File: src/sv/sha1he_pkg.sv
// SHA-1 hash engine: shared types, constants and round functions.
// No dependencies; imported by sha1_hash_engine_unit.
package sha1he_pkg;

    localparam int unsigned NUM_CHAIN   = 5;
    localparam int unsigned BLOCK_WORDS = 16;
    localparam int unsigned NUM_ROUNDS  = 80;

    localparam logic [31:0] H_INIT [NUM_CHAIN] = '{
        32'h6745_2301, 32'hefcd_ab89, 32'h98ba_dcfe, 32'h1032_5476, 32'hc3d2_e1f0
    };

    localparam logic [31:0] K_ROUND0 = 32'h5a82_7999;
    localparam logic [31:0] K_ROUND1 = 32'h6ed9_eba1;
    localparam logic [31:0] K_ROUND2 = 32'h8f1b_bcdc;
    localparam logic [31:0] K_ROUND3 = 32'hca62_c1d6;

    localparam logic [7:0]  PAD_BYTE = 8'h80;

    localparam logic [6:0]  LAST_ROUND  = 7'(NUM_ROUNDS - 1);
    localparam logic [3:0]  LEN_HI_SLOT = 4'(BLOCK_WORDS - 2);
    localparam logic [3:0]  LEN_LO_SLOT = 4'(BLOCK_WORDS - 1);
    localparam logic [2:0]  LAST_INDEX  = 3'(NUM_CHAIN - 1);
    localparam logic [2:0]  FULL_BYTES  = 3'd4;

    typedef struct packed {
        logic [31:0] data_word;
        logic [2:0]  valid_bytes;
        logic        last_word;
    } in_word_t;

    typedef struct packed {
        logic [31:0] digest_word;
        logic [2:0]  word_index;
        logic        last_result;
    } out_word_t;

    typedef enum logic [2:0] {
        ST_IDLE,
        ST_ROUND,
        ST_UPDATE,
        ST_PAD,
        ST_OUT
    } eng_state_t;

    function automatic logic [31:0] round_k(input logic [6:0] t);
        logic [31:0] k;
        if (t < 7'd20)      k = K_ROUND0;
        else if (t < 7'd40) k = K_ROUND1;
        else if (t < 7'd60) k = K_ROUND2;
        else                k = K_ROUND3;
        return k;
    endfunction

    function automatic logic [31:0] round_f(input logic [6:0] t, input logic [31:0] b,
                                            input logic [31:0] c, input logic [31:0] d);
        logic [31:0] f;
        if (t < 7'd20)      f = (b & c) | (~b & d);
        else if (t < 7'd40) f = b ^ c ^ d;
        else if (t < 7'd60) f = (b & c) | (b & d) | (c & d);
        else                f = b ^ c ^ d;
        return f;
    endfunction

endpackage

File: src/sv/sha1_hash_engine_unit.sv
// SHA-1 hash engine top level: word intake, padding, one-round-per-cycle compression.
// Depends on sha1he_pkg.
//
//  channel | ports                      | carries
//  --------+----------------------------+-------------------------------------------
//  input   | s_valid, s_ready, s_data   | message word, valid byte count, last flag
//  output  | m_valid, m_ready, m_data   | digest word, word index, last flag
//
// A message word is taken on each s_valid/s_ready handshake. Every 16th word (message
// or pad) starts the compression: the rounds on the single round adder, then the
// chaining add. After the last word the pad words go in at one per cycle, with one or
// two compressions, then the five digest words leave one per accepted handshake.
// s_ready is low while a block compresses, during padding and during digest output.
// Reset is synchronous on aresetn.
module sha1_hash_engine_unit (
    input  logic                  aclk,
    input  logic                  aresetn,
    input  logic                  s_valid,
    output logic                  s_ready,
    input  sha1he_pkg::in_word_t  s_data,
    output logic                  m_valid,
    input  logic                  m_ready,
    output sha1he_pkg::out_word_t m_data
);
    import sha1he_pkg::*;

    eng_state_t  state_reg, state_next;

    logic [31:0] chain_reg [NUM_CHAIN];
    logic [31:0] work_reg  [NUM_CHAIN];
    logic [31:0] sched_reg [BLOCK_WORDS];
    logic [63:0] msg_bits_reg;
    logic [3:0]  slot_reg;
    logic [6:0]  round_reg;
    logic [2:0]  out_idx_reg;
    logic        pad_mode_reg;    // message ended, padding in progress
    logic        pad80_reg;       // full last word: separate pad word still owed
    logic        hi_done_reg;     // upper length word is in the buffer
    logic        final_reg;       // lower length word pushed, last block underway

    logic        in_acc;
    logic        out_acc;
    logic        push_en;
    logic [31:0] push_word;
    logic [2:0]  v_sat;
    logic [31:0] last_mask;
    logic [31:0] last_pad;
    logic [31:0] last_word_val;
    logic [31:0] pad_word;
    logic        pad_is_hi;
    logic        pad_is_lo;
    logic [31:0] sched_x;
    logic [31:0] wt;
    logic [31:0] round_sum;

    assign in_acc  = s_valid && s_ready;
    assign out_acc = m_valid && m_ready;

    // last word: mask the unused bytes and place the pad byte right after the data
    always_comb begin
        v_sat = (s_data.valid_bytes > FULL_BYTES) ? FULL_BYTES : s_data.valid_bytes;
        case (v_sat)
            3'd0:    begin last_mask = 32'h0000_0000; last_pad = {PAD_BYTE, 24'h0};      end
            3'd1:    begin last_mask = 32'hff00_0000; last_pad = {8'h0, PAD_BYTE, 16'h0}; end
            3'd2:    begin last_mask = 32'hffff_0000; last_pad = {16'h0, PAD_BYTE, 8'h0}; end
            3'd3:    begin last_mask = 32'hffff_ff00; last_pad = {24'h0, PAD_BYTE};       end
            default: begin last_mask = 32'hffff_ffff; last_pad = 32'h0;                   end
        endcase
        last_word_val = (s_data.data_word & last_mask) | last_pad;
    end

    // padding sequence: owed pad word, zeros, then the 64-bit length in the last two slots
    always_comb begin
        pad_is_hi = 1'b0;
        pad_is_lo = 1'b0;
        if (pad80_reg) begin
            pad_word = {PAD_BYTE, 24'h0};
        end else if (slot_reg == LEN_HI_SLOT) begin
            pad_word  = msg_bits_reg[63:32];
            pad_is_hi = 1'b1;
        end else if (slot_reg == LEN_LO_SLOT && hi_done_reg) begin
            pad_word  = msg_bits_reg[31:0];
            pad_is_lo = 1'b1;
        end else begin
            pad_word = 32'h0;
        end
    end

    always_comb begin
        push_en   = 1'b0;
        push_word = pad_word;
        if (state_reg == ST_IDLE && in_acc) begin
            push_en   = 1'b1;
            push_word = s_data.last_word ? last_word_val : s_data.data_word;
        end else if (state_reg == ST_PAD) begin
            push_en = 1'b1;
        end
    end

    // round datapath; the schedule window sits at fixed taps of the shift line
    always_comb begin
        sched_x   = sched_reg[13] ^ sched_reg[8] ^ sched_reg[2] ^ sched_reg[0];
        wt        = (round_reg < 7'(BLOCK_WORDS)) ? sched_reg[0] : {sched_x[30:0], sched_x[31]};
        round_sum = {work_reg[0][26:0], work_reg[0][31:27]}
                  + round_f(round_reg, work_reg[1], work_reg[2], work_reg[3])
                  + work_reg[4] + round_k(round_reg) + wt;
    end

    always_comb begin
        state_next = state_reg;
        unique case (state_reg)
            ST_IDLE: begin
                if (in_acc) begin
                    if (slot_reg == LEN_LO_SLOT) state_next = ST_ROUND;
                    else if (s_data.last_word)   state_next = ST_PAD;
                end
            end
            ST_ROUND: begin
                if (round_reg == LAST_ROUND) state_next = ST_UPDATE;
            end
            ST_UPDATE: begin
                if (final_reg)         state_next = ST_OUT;
                else if (pad_mode_reg) state_next = ST_PAD;
                else                   state_next = ST_IDLE;
            end
            ST_PAD: begin
                if (slot_reg == LEN_LO_SLOT) state_next = ST_ROUND;
            end
            ST_OUT: begin
                if (out_acc && out_idx_reg == LAST_INDEX) state_next = ST_IDLE;
            end
            default: state_next = ST_IDLE;
        endcase
    end

    always_comb begin
        s_ready            = (state_reg == ST_IDLE);
        m_valid            = (state_reg == ST_OUT);
        m_data.digest_word = chain_reg[0];
        m_data.word_index  = out_idx_reg;
        m_data.last_result = (out_idx_reg == LAST_INDEX);
    end

    always_ff @(posedge aclk) begin
        if (!aresetn) begin
            state_reg    <= ST_IDLE;
            msg_bits_reg <= '0;
            slot_reg     <= '0;
            round_reg    <= '0;
            out_idx_reg  <= '0;
            pad_mode_reg <= 1'b0;
            pad80_reg    <= 1'b0;
            hi_done_reg  <= 1'b0;
            final_reg    <= 1'b0;
            for (int i = 0; i < NUM_CHAIN; i++) begin
                chain_reg[i] <= H_INIT[i];
                work_reg[i]  <= '0;
            end
        end else begin
            state_reg <= state_next;

            if (in_acc) begin
                if (s_data.last_word) begin
                    msg_bits_reg <= msg_bits_reg + {58'h0, v_sat, 3'b000};
                    pad_mode_reg <= 1'b1;
                    pad80_reg    <= (v_sat == FULL_BYTES);
                end else begin
                    msg_bits_reg <= msg_bits_reg + 64'd32;
                end
            end

            if (state_reg == ST_PAD) begin
                pad80_reg <= 1'b0;
                if (pad_is_hi) hi_done_reg <= 1'b1;
                if (pad_is_lo) final_reg   <= 1'b1;
            end

            if (push_en) begin
                slot_reg <= slot_reg + 4'd1;
                if (slot_reg == LEN_LO_SLOT) begin
                    round_reg <= '0;
                    for (int i = 0; i < NUM_CHAIN; i++) work_reg[i] <= chain_reg[i];
                end
            end

            if (state_reg == ST_ROUND) begin
                round_reg   <= round_reg + 7'd1;
                work_reg[0] <= round_sum;
                work_reg[1] <= work_reg[0];
                work_reg[2] <= {work_reg[1][1:0], work_reg[1][31:2]};
                work_reg[3] <= work_reg[2];
                work_reg[4] <= work_reg[3];
            end

            if (state_reg == ST_UPDATE) begin
                round_reg <= '0;
                for (int i = 0; i < NUM_CHAIN; i++) chain_reg[i] <= chain_reg[i] + work_reg[i];
                if (final_reg) begin
                    pad_mode_reg <= 1'b0;
                    hi_done_reg  <= 1'b0;
                    final_reg    <= 1'b0;
                    out_idx_reg  <= '0;
                end
            end

            // digest leaves from chain_reg[0]; init values rotate in behind it
            if (out_acc) begin
                for (int i = 0; i < NUM_CHAIN - 1; i++) chain_reg[i] <= chain_reg[i + 1];
                chain_reg[NUM_CHAIN - 1] <= H_INIT[out_idx_reg];
                out_idx_reg              <= out_idx_reg + 3'd1;
                if (out_idx_reg == LAST_INDEX) msg_bits_reg <= '0;
            end
        end
    end

    // block buffer as a shift line: pushes and rounds both enter at the top
    always_ff @(posedge aclk) begin
        if (push_en || state_reg == ST_ROUND) begin
            for (int i = 0; i < BLOCK_WORDS - 1; i++) sched_reg[i] <= sched_reg[i + 1];
            sched_reg[BLOCK_WORDS - 1] <= push_en ? push_word : wt;
        end
    end

endmodule

File: config.mk
export PLATFORM = sky130hd
export DESIGN_NAME = sha1_hash_engine_unit
export DESIGN_NICKNAME = d
export VERILOG_FILES = /design/src/sv/sha1he_pkg.sv /design/src/sv/sha1_hash_engine_unit.sv
export SDC_FILE = /design/constraint.sdc
export NUM_CORES = 2
export LEC_CHECK = 0
export BUFFER_PORTS_ARGS = -buffer_cell sky130_fd_sc_hd__buf_2
export CAP_MARGIN = 20
export CORE_MARGIN = 2
export CORE_UTILIZATION = 48
export DETAILED_ROUTE_END_ITERATION = 7
export GPL_TIMING_DRIVEN = 0
export PLACE_DENSITY = 0.69
export SLEW_MARGIN = 20
export SYNTH_ARGS = -nofsm -noshare
export SYNTH_HDL_FRONTEND = slang
export SYNTH_SLANG_ARGS = --single-unit
export TNS_END_PERCENT = 10
File: constraint.sdc
create_clock -name aclk -period 19.85 [get_ports aclk]
set_input_delay 1.985 -clock aclk [delete_from_list [all_inputs] [get_ports aclk]]
set_output_delay 1.985 -clock aclk [all_outputs]
set_load 0.01 [all_outputs]
[Word level (Yosys, flattened, before mapping)]
Memory sizes are Yosys's and may differ from the RTL's.
Index checks and enable logic that the tools add are counted.
Word-level totals
  register bits after elaboration: 85
  bits in latches: 0
  RAM bits: 832
  ROM bits: 256
  output and inout bits: 38
  logic and storage cells: 197
  memories: 4
Cells by class
  add/sub/neg operators: 14
  multiply operators: 0
  div/mod/pow operators: 0
  $lt $le $gt $ge: 6
  equal/unequal tests: 17
  shift operators: 0
  muxes and demuxes: 92
  bitwise gates (word level): 37
  reductions and logical operators: 18
Memory list
  sched_reg: depth 16, width 32, read ports 16, clocked after memory_dff 0, wr ports 16, line sha1_hash_engine_unit.sv:31  | logic [31:0] sched_reg [BLOCK_WORDS];
  (name not given): depth 8, width 32, read ports 1, clocked after memory_dff 0, wr ports 0, line sha1_hash_engine_unit.sv:209  | chain_reg[NUM_CHAIN - 1] <= H_INIT[out_idx_reg];
  chain_reg: depth 5, width 32, read ports 5, clocked after memory_dff 0, wr ports 5, line sha1_hash_engine_unit.sv:29  | logic [31:0] chain_reg [NUM_CHAIN];
  work_reg: depth 5, width 32, read ports 5, clocked after memory_dff 0, wr ports 5, line sha1_hash_engine_unit.sv:30  | logic [31:0] work_reg [NUM_CHAIN];
Operators by type and width (count)
  $mux W32: 34
  $add A32 B32 Y32: 9
  $mux W64: 4
  $pmux W32 S4: 2
  $and A32 B32 Y32: 5
  $xor A32 B32 Y32: 5
  $or A32 B32 Y32: 4
  $add A64 B6 Y64: 1
  $add A64 B6 Y64 const B: 1
  $mux W1: 35
  $mux W3: 11
  $not A32 Y32: 1
  $mux W31: 1
  $mux W7: 3
  $or A1 B1 Y1: 20
  $pmux W3 S5: 1
  $lt A7 B5 Y1 const B: 2
  $lt A7 B6 Y1 const B: 2
  $eq A3 B2 Y1 const B: 4
  $eq A3 B3 Y1 const B: 3
  $eq A4 B4 Y1 const B: 2
  $reduce_bool A2 Y1: 4
  $add A7 B1 Y7 const B: 1
  $eq A7 B7 Y1 const B: 1
  other kinds (17): 28

[Depth between registers and ports, before layout]
An unclocked memory read counts as a cell.
  depth in word-level cells: 12
  depth in mapped cells: 26
  mapped depth without buffers: 23

[Worst setup path before layout]
OpenSTA, ideal clock, no wires.
  kind: input to register
  start: input port s_valid
  end: memory sched_reg[0][0], enable pin
  setup time: 3.679 ns
  arrival: 11.343 ns
  path slack: 4.828 ns
  stages on the path: 6
  buffers on the path: 3
  path through: nand2_1 and2_1 clkbuf_1 buf_1 clkbuf_1 nand2_1
RTL lines
  from (decl): line sha1_hash_engine_unit.sv:18  | input logic s_valid,
  to (decl): line sha1_hash_engine_unit.sv:31

==> results.md <==
- Final #Nets: 4373
- Maximum clock path buffer count: 3
- Yosys reg bits: 914
- CTS Buf Count: 95
- Dpl ws: 12130 ps
- Status: completed
- CTS Hold Bufs: 0
- Final HPWL DP: 96500 um
- Chip width: 316 um
- Post-DRT Antenna Nets: 0
- Leak pwr: 19.6 nW
- RSZ-0062 raised after global routing: no
- Count of cell types in the netlist: 82
- Critical-path maximum fanout: 10
- Final non-filler cell total: 5335
- Critical Path, Cell by Cell: clkbuf_1 > o21ai_0 > nand2_1 > clkbuf_1 > inv_1 > nor2_1 > fa_1 > fa_1 > inv_1 > fa_1 > inv_1 > ha_1 > nand2_1 > o21ai_1 > a41oi_1 > a31oi_1 > o41ai_2 > a21oi_1 > or3_1 > a31oi_1 > xor2_1 > o21ai_0
- Syn_area_per_cell: 12.4 um^2
- Clk_lat worst skew: 690 ps
- Setup_tns: 0 ps
- Final WS setup: 11950 ps
- Fin crit period: 7900 ps
- Type of the worst setup path: register to register
- R2r worst-path depth: 22
- DRT iter0 DRCs: 3988
- Top FF cell, synth: edfxtp_1
- N_diodes: 0
- H-Tree Depth: 3
- CTS tree: yes
- DP Area: 49200 um^2
- Root Driver: clkbuf_16
- Fin crit share: 0.398
- Cells after Synth: 3786
- Drt pass-1 iters: 5
- Core box area: 96600 um^2
- Gpl congestion: 0.964
- Hold path startpoint: sched_reg[0][34]
- Worst flop-to-flop path startpoint: round_reg[4]
- Worst Hold Slack: 406 ps
- YS warnings: 0
- Critical path arrival: 8310 ps
- Pin count of the biggest net entering global routing: 61
- R2r endpoint: work_reg[0][24]
- CTS Sinks: 914
- Vias in the first global route: 29821
- Number of fillers in the final layout: 7915
- Maximum vdd drop: 141 uV
- Postcts setup bufs: 0
- I/O pin cnt: 78
- Area occupied by multi-input gates: 18800 um^2
- Fmax: 127 MHz
- Port bufs: 76
- CP top delay family: adder cells
- Die Ht: 316 um
- Placed cells: 5157
- Register area: 26600 um^2
- R2R Setup Slk: 11950 ps
- CP max stage delay: 910 ps
- Slew HR: 0.201
- EDFF count, synth: 832
- Sequential fraction of the synthesis area: 0.569
- Hold path depth: 0
- First-pass GRT wire length: 190000 um
- Vias post-DR: 31867
- Layout cell share with drive strength beyond 1: 0.0783
- Gr ovfl total: 0
- Post-CTS sizing: 0
- Final Setup Violations: 0
- Hold Path End: sched_reg[0][2]
- Required time worst endpoint: 20260 ps
- Initial Utilization: 0.484
- # rows: 114
- Design Power: 10.2 mW
- Slew Limit Fails: 0
- Post-synthesis cell area: 46800 um^2
- Actual slew at the worst max-slew pin: 1200 ps
- Setup crit end kind: register
- Crit path launch type: register
- Clock Skews: 52.7 ps
- Vias/cell: 5.97
- Syn Nets: 4181
- Power per cell area: 195 nW/um^2
- Area grow syn2layout: 12.2%
- Worst-path clk slew: 60 ps
- HP Class: register to register
- WP buf/inv: 5
- Async set-reset flop share out of synthesis: 0
- Finished Cell Area: 52500 um^2
- Number of max-cap violations: 0
- Layout Utilization: 0.543
- Residual DRC: 0
- Final WL: 130000 um
- Total die area: 100000 um^2
- DR WL/cell: 24.3 um
- Slowest cell on crit path: nor2_1
- Flip-flop count of the largest register after layout: 512
- Total GRT Usage: 0.257
- Final hold viol count: 0
- Initial antenna violation count: 2
-- cell usage in the layout, fill, tap and decap left out, types with 39 or more instances in the layout --
master and count:
clkbuf_16 96, a21oi_1 284, xor2_1 125, ha_1 229, nand2_1 258, fa_1 126
o21ai_0 202, dfxtp_1 82, a22o_1 132, nand3_1 60, clkbuf_1 117, a21o_1 63
edfxtp_1 832, xnor2_1 185, nor2b_1 48, inv_1 190, buf_2 82, nor2_1 278
nor3_1 39
-- where the power goes --
| group | internal, mW | switching [mW] |
|---|---|---|
| clock network | 1.07 | 0.788 |
| logic | 1.85 | 2.75 |
| registers | 3.24 | 0.510 |
-- metal layers --
layer  part of all wire  track usage  routed length, um  up-vias
li1                   -            -                  -    14404
met4              0.041        0.104               5280        4
met1               0.43        0.378              56200    15748
met2               0.43        0.377              55700     1502
met3              0.096       0.0469              12400      209
met5            0.00021            0                 27        -
-- worst register-to-register path: stages (launching register included) --
cell and delay [ps]:
dfxtp_1 300, clkbuf_1 300, o21ai_0 150, nand2_1 390, clkbuf_1 760, inv_1 480
nor2_1 910, fa_1 610, fa_1 520, inv_1 50, fa_1 530, inv_1 60
ha_1 390, nand2_1 150, o21ai_1 110, a41oi_1 280, a31oi_1 160, o41ai_2 480
a21oi_1 220, or3_1 340, a31oi_1 200, xor2_1 170, o21ai_0 80
-- cell type report --
type / count / area share
flip-flops and latches: 914 / 0.507
multi-input cells: 2533 / 0.358
clock buffers: 120 / 0.0485
well taps: 1276 / 0.0304
repair buffers: 95 / 0.0151
inverters: 191 / 0.0137
clock inverters: 58 / 0.0136
plain buffers: 148 / 0.0131
-- how the worst max path moves through the flow --
| stage | start | end | slack [ps] | cells after the start |
|---|---|---|---|---|
| 2_1_floorplan | s_valid | sched_reg[0][0] | 4830 | 6 |
| 3_3_place_gp | s_valid | sched_reg[1][133] | -310 | 7 |
| 3_5_place_dp | round_reg[4] | work_reg[0][24] | 12130 | 22 |
| 4_1_cts | round_reg[4] | work_reg[0][24] | 12120 | 22 |
| 5_1_grt | round_reg[4] | work_reg[0][24] | 11660 | 22 |
| 6_report | round_reg[4] | work_reg[0][24] | 11950 | 22 |
-- synth_stat cells (all sizes together) (7+ instances only) --
cell / n / area share
edfxtp: 832 / 0.53
a21oi: 284 / 0.030
nor2: 282 / 0.023
nand2: 261 / 0.021
o21ai: 236 / 0.025
ha: 229 / 0.061
inv: 191 / 0.015
xnor2: 185 / 0.035
a22o: 132 / 0.025
fa: 126 / 0.054
xor2: 125 / 0.023
clkbuf: 101 / 0.0081
dfxtp: 82 / 0.035
a21o: 63 / 0.010
nand3: 60 / 0.0064
nor2b: 48 / 0.0064
buf: 47 / 0.0065
nor3: 44 / 0.0049
or3: 34 / 0.0048
a211oi: 31 / 0.0050
and3: 29 / 0.0039
nand2b: 27 / 0.0036
nand4: 27 / 0.0037
o21bai: 24 / 0.0039
o21a: 23 / 0.0037
a221oi: 21 / 0.0039
and2: 19 / 0.0025
o32ai: 18 / 0.0034
a31oi: 17 / 0.0023
a221o: 13 / 0.0028
o31ai: 12 / 0.0019
o32a: 11 / 0.0024
a211o: 10 / 0.0019
nor4: 10 / 0.0013
o22a: 10 / 0.0019
a32o: 9 / 0.0019
o211ai: 9 / 0.0014
o41ai: 8 / 0.0017
a22oi: 7 / 0.0011
a41oi: 7 / 0.0013
and4: 7 / 0.0014
or2: 7 / 0.00094
-- logic make-up (layout without fill, tap and decap cells) --
kind of cell | count (synthesis) | count (layout) | share of synthesized area
xor+xnor | 310 | 310 | 0.0581
buf+inv | 339 | 612 | 0.0299
flops | 914 | 914 | 0.569
fa+ha+maj | 355 | 355 | 0.115
compound gates | 995 | 995 | 0.140
simple gates | 869 | 869 | 0.0862
mux | 4 | 4 | 0.000856
(Power assumes the default switching activity.)
